$ cat config.mk
export PLATFORM = sky130hd
export DESIGN_NAME = tcw_seq
export DESIGN_NICKNAME = d
export VERILOG_FILES = /design/src/rtl/core/tcw_pkg.sv /design/src/rtl/core/tcw_seq.sv
export SDC_FILE = /design/constraint.sdc
export NUM_CORES = 1
export LEC_CHECK = 0
export BUFFER_PORTS_ARGS = -buffer_cell sky130_fd_sc_hd__buf_2
export CAP_MARGIN = 30
export CORE_MARGIN = 5
export CORE_UTILIZATION = 32
export CTS_CLUSTER_SIZE = 20
export DETAILED_ROUTE_END_ITERATION = 12
export PLACE_DENSITY_LB_ADDON = 0.08
export SLEW_MARGIN = 20
export SYNTH_ARGS = -nofsm -noshare
export SYNTH_HDL_FRONTEND = slang
export SYNTH_SLANG_ARGS = --single-unit
$ cat constraint.sdc
create_clock -name clk -period 7.3 [get_ports clk]
set_input_delay 0.73 -clock clk [delete_from_list [all_inputs] [get_ports clk]]
set_output_delay 0.73 -clock clk [all_outputs]
set_load 0.02 [all_outputs]
$ cat src/rtl/core/tcw_pkg.sv
// Shared types and constants of the text console writer.
// No dependencies.
package tcw_pkg;

  localparam int CELL_W = 12;
  localparam int ROW_W  = 5;
  localparam int COL_W  = 7;
  localparam int DATA_W = 16;

  typedef logic [CELL_W-1:0] cell_idx_t;
  typedef logic [ROW_W-1:0]  row_t;
  typedef logic [COL_W-1:0]  col_t;
  typedef logic [DATA_W-1:0] cell_data_t;

  localparam logic [1:0] KIND_PUT_CUR = 2'd0;
  localparam logic [1:0] KIND_PUT_AT  = 2'd1;
  localparam logic [1:0] KIND_READ    = 2'd2;
  localparam logic [1:0] KIND_CLEAR   = 2'd3;

  localparam logic [7:0] CH_NEWLINE = 8'h0A;
  localparam logic [7:0] CH_SPACE   = 8'h20;
  localparam logic [7:0] CH_ERROR   = 8'h45;
  localparam logic [7:0] ATTR_BLANK = 8'h0F;
  localparam logic [7:0] ATTR_ERROR = 8'hF4;

  typedef struct packed {
    logic [1:0] kind;
    logic [7:0] ch;
    col_t       column;
    row_t       row;
    logic [7:0] attribute;
  } in_item_t;

  typedef struct packed {
    cell_idx_t  cursor_cell;
    cell_idx_t  position;
    logic       out_of_range;
    logic [7:0] read_char;
    logic [7:0] read_attr;
  } out_item_t;

  // Cell store access issued by the sequencer; data is {attribute, char}.
  typedef struct packed {
    logic       we;
    cell_idx_t  waddr;
    cell_data_t wdata;
    logic       re;
    cell_idx_t  raddr;
  } mem_req_t;

endpackage

$ cat src/rtl/core/tcw_seq.sv
// Sequencer of the text console: cursor, item decode, cell store sweeps.
// Depends on tcw_pkg; drives the cell store RAM through a mem_req_t.
module tcw_seq #(
  parameter int COLUMNS = 80,
  parameter int ROWS    = 25
) (
  input  logic                 clk,
  input  logic                 rst_n,
  input  logic                 in_valid,
  input  tcw_pkg::in_item_t    in_item,
  output logic                 in_stall,
  input  logic                 out_free,
  output logic                 res_valid,
  output tcw_pkg::out_item_t   res_item,
  output tcw_pkg::mem_req_t    mem_req,
  input  tcw_pkg::cell_data_t  mem_rdata
);

  localparam int CELLS = COLUMNS * ROWS;
  localparam tcw_pkg::cell_idx_t LAST_CELL = tcw_pkg::cell_idx_t'(CELLS - 1);
  localparam tcw_pkg::cell_idx_t KEEP_CELLS = tcw_pkg::cell_idx_t'(CELLS - COLUMNS);
  localparam tcw_pkg::cell_idx_t ROW_CELLS = tcw_pkg::cell_idx_t'(COLUMNS);
  localparam tcw_pkg::row_t LAST_ROW = tcw_pkg::row_t'(ROWS - 1);
  localparam tcw_pkg::col_t LAST_COL = tcw_pkg::col_t'(COLUMNS - 1);
  localparam logic [tcw_pkg::ROW_W:0] ROW_LIMIT = ROWS[tcw_pkg::ROW_W:0];

  localparam logic [2:0] ST_CLEAR  = 3'd0;
  localparam logic [2:0] ST_IDLE   = 3'd1;
  localparam logic [2:0] ST_EXEC   = 3'd2;
  localparam logic [2:0] ST_READ   = 3'd3;
  localparam logic [2:0] ST_SCROLL = 3'd4;

  logic [2:0]          state_r, state_nxt;
  tcw_pkg::in_item_t   item_r, item_nxt;
  tcw_pkg::row_t       crow_r, crow_nxt;
  tcw_pkg::col_t       ccol_r, ccol_nxt;
  tcw_pkg::cell_idx_t  ptr_r, ptr_nxt;
  logic                res_pend_r, res_pend_nxt;
  tcw_pkg::out_item_t  res_r, res_nxt;

  logic                accept;
  logic [7:0]          attr_eff;
  logic                outside;
  logic                newline;
  tcw_pkg::cell_idx_t  index;
  tcw_pkg::row_t       prow;
  tcw_pkg::col_t       pcol;
  tcw_pkg::cell_idx_t  pos;
  logic [tcw_pkg::ROW_W:0] nrow;
  tcw_pkg::col_t       ncol;
  logic                wrap;
  tcw_pkg::cell_idx_t  cur_cell;
  tcw_pkg::cell_idx_t  step_cell;
  tcw_pkg::cell_idx_t  ptr_inc;

  function automatic tcw_pkg::cell_idx_t cell_of(tcw_pkg::row_t r, tcw_pkg::col_t c);
    cell_of = tcw_pkg::cell_idx_t'(32'(r) * COLUMNS + 32'(c));
  endfunction

  assign accept    = in_valid && !in_stall;
  assign in_stall  = (state_r != ST_IDLE) || (res_pend_r && !out_free);
  assign res_valid = res_pend_r;
  assign res_item  = res_r;

  // Decode of the item being worked on.
  assign attr_eff = (item_r.attribute == 8'h00) ? tcw_pkg::ATTR_BLANK : item_r.attribute;
  assign outside  = (32'(item_r.column) >= COLUMNS) || (32'(item_r.row) >= ROWS);
  assign newline  = (item_r.ch == tcw_pkg::CH_NEWLINE);
  assign index    = cell_of(item_r.row, item_r.column);
  assign prow     = (item_r.kind == tcw_pkg::KIND_PUT_AT) ? item_r.row : crow_r;
  assign pcol     = (item_r.kind == tcw_pkg::KIND_PUT_AT) ? item_r.column : ccol_r;
  assign pos      = cell_of(prow, pcol);
  assign cur_cell = cell_of(crow_r, ccol_r);
  assign ptr_inc  = ptr_r + 1'b1;

  // Cursor advance: a newline or the last column goes to the next row.
  always_comb begin
    if (newline || (pcol == LAST_COL)) begin
      nrow = {1'b0, prow} + 1'b1;
      ncol = '0;
    end else begin
      nrow = {1'b0, prow};
      ncol = pcol + 1'b1;
    end
  end

  assign wrap      = (nrow == ROW_LIMIT);
  assign step_cell = cell_of(nrow[tcw_pkg::ROW_W-1:0], ncol);

  always_comb begin
    state_nxt    = state_r;
    item_nxt     = item_r;
    crow_nxt     = crow_r;
    ccol_nxt     = ccol_r;
    ptr_nxt      = ptr_r;
    res_nxt      = res_r;
    res_pend_nxt = res_pend_r && !out_free;
    mem_req      = '0;

    unique case (state_r)
      ST_CLEAR: begin
        mem_req.we    = 1'b1;
        mem_req.waddr = ptr_r;
        mem_req.wdata = {tcw_pkg::ATTR_BLANK, tcw_pkg::CH_SPACE};
        if (ptr_r == LAST_CELL) begin
          ptr_nxt   = '0;
          state_nxt = ST_IDLE;
        end else begin
          ptr_nxt = ptr_inc;
        end
      end

      ST_IDLE: begin
        if (accept) begin
          item_nxt  = in_item;
          state_nxt = ST_EXEC;
        end
      end

      ST_EXEC: begin
        unique case (item_r.kind)
          tcw_pkg::KIND_PUT_CUR, tcw_pkg::KIND_PUT_AT: begin
            if ((item_r.kind == tcw_pkg::KIND_PUT_AT) && outside) begin
              mem_req.we    = 1'b1;
              mem_req.waddr = LAST_CELL;
              mem_req.wdata = {tcw_pkg::ATTR_ERROR, tcw_pkg::CH_ERROR};
              res_nxt       = '{cur_cell, index, 1'b1, 8'h00, 8'h00};
              res_pend_nxt  = 1'b1;
              state_nxt     = ST_IDLE;
            end else begin
              if (!newline) begin
                mem_req.we    = 1'b1;
                mem_req.waddr = pos;
                mem_req.wdata = {attr_eff, item_r.ch};
              end
              if (wrap) begin
                // Prefetch the first source cell of the scroll.
                crow_nxt      = LAST_ROW;
                ccol_nxt      = '0;
                ptr_nxt       = '0;
                mem_req.re    = 1'b1;
                mem_req.raddr = ROW_CELLS;
                state_nxt     = ST_SCROLL;
              end else begin
                crow_nxt     = nrow[tcw_pkg::ROW_W-1:0];
                ccol_nxt     = ncol;
                res_nxt      = '{step_cell, step_cell, 1'b0, 8'h00, 8'h00};
                res_pend_nxt = 1'b1;
                state_nxt    = ST_IDLE;
              end
            end
          end
          tcw_pkg::KIND_READ: begin
            if (outside) begin
              res_nxt      = '{cur_cell, index, 1'b1, 8'h00, 8'h00};
              res_pend_nxt = 1'b1;
              state_nxt    = ST_IDLE;
            end else begin
              mem_req.re    = 1'b1;
              mem_req.raddr = index;
              state_nxt     = ST_READ;
            end
          end
          tcw_pkg::KIND_CLEAR: begin
            crow_nxt     = '0;
            ccol_nxt     = '0;
            ptr_nxt      = '0;
            res_nxt      = '0;
            res_pend_nxt = 1'b1;
            state_nxt    = ST_CLEAR;
          end
        endcase
      end

      ST_READ: begin
        res_nxt      = '{cur_cell, index, 1'b0, mem_rdata[7:0], mem_rdata[15:8]};
        res_pend_nxt = 1'b1;
        state_nxt    = ST_IDLE;
      end

      ST_SCROLL: begin
        // Cell ptr takes the cell one row below; the bottom row becomes zero.
        mem_req.we    = 1'b1;
        mem_req.waddr = ptr_r;
        mem_req.wdata = (ptr_r < KEEP_CELLS) ? mem_rdata : '0;
        if (ptr_inc < KEEP_CELLS) begin
          mem_req.re    = 1'b1;
          mem_req.raddr = ptr_inc + ROW_CELLS;
        end
        if (ptr_r == LAST_CELL) begin
          ptr_nxt      = '0;
          res_nxt      = '{cur_cell, cur_cell, 1'b0, 8'h00, 8'h00};
          res_pend_nxt = 1'b1;
          state_nxt    = ST_IDLE;
        end else begin
          ptr_nxt = ptr_inc;
        end
      end

      default: begin
        state_nxt = ST_IDLE;
      end
    endcase
  end

  always_ff @(posedge clk) begin
    if (!rst_n) begin
      state_r    <= ST_CLEAR;
      crow_r     <= '0;
      ccol_r     <= '0;
      ptr_r      <= '0;
      res_pend_r <= 1'b0;
    end else begin
      state_r    <= state_nxt;
      crow_r     <= crow_nxt;
      ccol_r     <= ccol_nxt;
      ptr_r      <= ptr_nxt;
      res_pend_r <= res_pend_nxt;
    end
  end

  always_ff @(posedge clk) begin
    item_r <= item_nxt;
    res_r  <= res_nxt;
  end

endmodule

==> run_results.csv <==
group,metric,value,unit
synth,synth-seq-area-share,40.02,%
worst_setup_path,critPathTopFamily,"compound AO/OA/AOI/OAI gates",
routing,wl_per_cell,20.02,microns
final_layout,layout.nets,940,
global_routing,met1_usage,25.42,%
worst_setup_path,cp.required,7520,ps
sta,fin_setup_tns,0,ps
global_routing,use_met2,30.13,%
worst_setup_path,r2r_start,"item_r[29]$_DFFE_PP_",
synth,synth_top_family_by_area,"compound AO/OA/AOI/OAI gates",
synth,ys_ff_latch,99,
sta,finalSetupViolations,0,
global_routing,grt_use_met3,2.726,%
worst_setup_path,crit_path_end_kind,"flip-flop",
placement,port_buffers,134,
sta,period_share,72.08,%
global_routing,antenna_found_initial,0,
synth,synth_largest_area_cell,"edfxtp_1",
power,irDropWorstVdd,0.09857,mV
die,die_x,155.0,microns
routing,initialDrtViolationCount,389,
global_routing,gr-total-overflow,0,
routing,via_per_inst,5.290,
sta,max_freq,190.0,MHz
synth,netlist_area,6728,sq um
hold_path,hp-class,"flip-flop to flip-flop",
global_routing,grt_first_pass_wirelength,34470,microns
worst_setup_path,critical_path.max_stage_delay,780,ps
worst_setup_path,cp-startpoint,"item_r[29]$_DFFE_PP_",
cts,cts_resized,0,
synth,ys.flop_type,"edfxtp_1",
global_routing,grt_pass1_vias,5919,
worst_setup_path,critPathLaunchType,"flip-flop",
cts,h-tree-depth,3,
die,dieArea,24020,sq um
worst_setup_path,critPathBufInv,3,
synth,syn_avg_cell_area,9.280,sq um
cts,clkLatencyLatePin,350,ps
global_routing,grtUsageTotal,18.43,%
power,p_leak,3.392,nW
final_layout,num_antenna_cells,0,
global_routing,grt_max_degree,26,
synth,synth_edf_count,71,
synth,synth.top_cell.area_share,31.69,%
synth,yosys.area_share.adder,9.262,%
sta,fin_crit,5262,ps
sta,clock_skew,12.40,ps
synth,synth_nets,820,
synth,ys_types,63,
job,drv_cap,0,
sta,slew_headroom,36.35,%
die,io-pin-count,135,
die,initial_core_util,32.21,%
synth,synthCells,725,
synth,synthXorXnorAreaFrac,7.309,%
cts,cts_root_buffer,"clkbuf_16",
cts,cts.sinks,99,
routing,vias,5951,
die,die_h,155.0,microns
synth,synth-warning-count,0,
power,pwr_density_cell,144.7,nW/um^2
sta,hold_violations,0,
cts,cts_tree,"done",
worst_setup_path,path_common_cell,"ha_1",
cts,postCtsHoldBufs,0,
synth,synthSimpleGateAreaFrac,17.63,%
die,core_area,20890,sq um
synth,async_reset_ff_share,0,%
final_layout,fillers,2151,
worst_setup_path,crit_chain,"nor2b_1 -> buf_4 -> mux2i_4 -> inv_2 -> o41ai_4 -> nand3_1 -> xnor2_1 -> ha_1 -> ha_1 -> inv_1 -> fa_1 -> nor3b_1 -> a31oi_1 -> a21o_1 -> mux2i_1 -> a221o_1",
cts,cts_buffer_depth,2,
placement,gp_congestion,0.8919,
cts,cts.clk_slew.worst_paths,70,ps
sta,worstMarginPinSlew,951.2,ps
routing,antenna_left,0,
sta,drv_slew,0,
worst_setup_path,worstPathMaxFanout,13,
final_layout,utilization,38.31,%
die,rows,53,
global_routing,grt.busiest_layer,"met2",
worst_setup_path,path_class,"flip-flop to flip-flop",
outcome,outcome,"finished clean",
final_layout,drive_gt1_share,20.24,%
synth,synth.area.top_cells,"edfxtp_1 (32%), dfxtp_1 (8.3%), ha_1 (6.9%), nand2_1 (4.6%), o21ai_0 (4.5%)",
synth,synth_compound_area_share,18.91,%
cts,cts_made_buffers,9,
worst_setup_path,crit_path_top_delay_cell,"o41ai_4",
routing,dr.pass1.iters,5,
cts,post_cts_buffers,0,
sta,grt_setup_unrepaired,"no",
placement,hpwl,17990,microns
routing,totalWireLength,22520,microns
synth,synthMuxAreaShare,2.604,%
final_layout,areaGrowthSynthToFinish,18.95,%
routing,drc,0,
worst_setup_path,cp.arrival,5480,ps
hold_path,hp-start,"ccol_r[4]$_SDFFE_PN0P_",
[registers in the layout, indices dropped and copies added, names as in the netlist]
register	cells
ccol_r	7
crow_r	5
item_r	30
ptr_r	12
res_item	41
res_valid	1
state_r	3
[cell usage after synthesis (3+ instances only)]
| master | count |
|---|---|
| a21o_1 | 20 |
| a21oi_1 | 36 |
| a221o_1 | 7 |
| a22o_1 | 15 |
| a22oi_1 | 4 |
| a311oi_1 | 4 |
| a31oi_1 | 12 |
| a41oi_1 | 4 |
| and2_1 | 19 |
| and3_1 | 4 |
| and4_1 | 3 |
| clkbuf_1 | 29 |
| dfxtp_1 | 28 |
| edfxtp_1 | 71 |
| fa_1 | 8 |
| ha_1 | 37 |
| inv_1 | 34 |
| mux2i_1 | 13 |
| nand2_1 | 82 |
| nand2b_1 | 7 |
| nand3_1 | 14 |
| nand4b_1 | 4 |
| nor2_1 | 63 |
| nor2b_1 | 10 |
| nor3_1 | 15 |
| nor3b_1 | 3 |
| nor4_1 | 3 |
| nor4b_1 | 3 |
| o211ai_1 | 3 |
| o21ai_0 | 61 |
| o21ai_1 | 3 |
| o221ai_1 | 4 |
| o22ai_1 | 6 |
| or2_2 | 3 |
| or3_1 | 5 |
| xnor2_1 | 33 |
| xor2_1 | 20 |
[power breakdown]
group	leakage, nW	total (mW)	internal, mW	switching (mW)
logic	2.35	0.0278	0.0126	0.0153
registers	0.893	0.600	0.597	0.00268
clock network	0.152	0.530	0.305	0.225
total	3.39	1.16	0.915	0.243
[routing by layer]
metal | up-vias | wire length, microns
met4 | 0 | 394
met1 | 2876 | 10440
met5 | - | 0
met3 | 25 | 1175
li1 | 2871 | -
met2 | 179 | 10510
[worst reg2reg max path, stage by stage, from the launching register on]
cell      delay (ps)
edfxtp_1         550
nor2b_1          310
buf_4            300
mux2i_4          320
inv_2            100
o41ai_4          780
nand3_1          190
xnor2_1          360
ha_1             310
ha_1             220
inv_1             70
fa_1             460
nor3b_1          500
a31oi_1          170
a21o_1           180
mux2i_1          190
a221o_1          140
[placed cells by master (no fill, tap or decap), types with 5 or more instances in the layout]
cell       netlist  final
a21oi_1         36     36
xnor2_1         33     33
edfxtp_1        71     71
or3_1            5      5
mux2i_1         13     13
xor2_1          20     20
o22ai_1          6      6
nor2b_1         10     10
a22o_1          15     15
o21ai_0         61     59
ha_1            37     37
inv_1           34     34
nor3_1          15     14
nand2b_1         7      7
a221o_1          7      7
nor2_1          63     63
dfxtp_1         28     28
a21o_1          20     20
a31oi_1         12     12
and2_1          19     19
nand2_1         82     82
buf_4            1      9
buf_2            1    134
clkbuf_16        0      9
nand3_1         14     14
fa_1             8      8
[layout make-up]
type                       count  area (sq um)  share of cell area [%]
timing repair buffer         144         745.7                   9.318
clock inverter                 5         87.58                   1.094
tap                          275         344.1                   4.300
sequential                    99          2693                   33.65
multi-input combinational    555          3765                   47.04
clock buffer                  11         232.7                   2.908
inverter                      36         135.1                   1.689
[stage by stage]
step                area [sq um]  worst slack, ps  hold slack (ps)  power, mW  instances
detailed placement          7675             2128            507.0     0.6406       1108
floorplan                   6728             1663            468.1     0.6203        725
CTS                         7995             2089            522.1      1.173       1124
finish                      8003             2038            523.8      1.158       1125
global placement            7652             2318            517.5     0.6404       1105
global route                8003             1685            531.8      1.204       1125
[worst paths after layout]
check | endpoint | slack, ps | depth (start not counted)
setup reg to reg | res_item[28]$_DFFE_PP_ | 2040 | 16
setup / recovery | res_item[28]$_DFFE_PP_ | 2040 | 16
hold reg to reg | ccol_r[4]$_SDFFE_PN0P_ | 520 | 1
hold / removal | ccol_r[4]$_SDFFE_PN0P_ | 520 | 1
[cells by family (layout without fill, tap and decap cells)]
group / count (synthesis) / in the layout
AO/OA/AOI/OAI: 194 / 194
buffers and inverters: 71 / 196
adder cells (fa/ha/maj): 45 / 45
flip-flops: 99 / 99
XOR/XNOR: 54 / 54
AND/OR/NAND/NOR: 246 / 246
multiplexers: 16 / 16
Note: power is estimated with default switching activity, not from simulation.
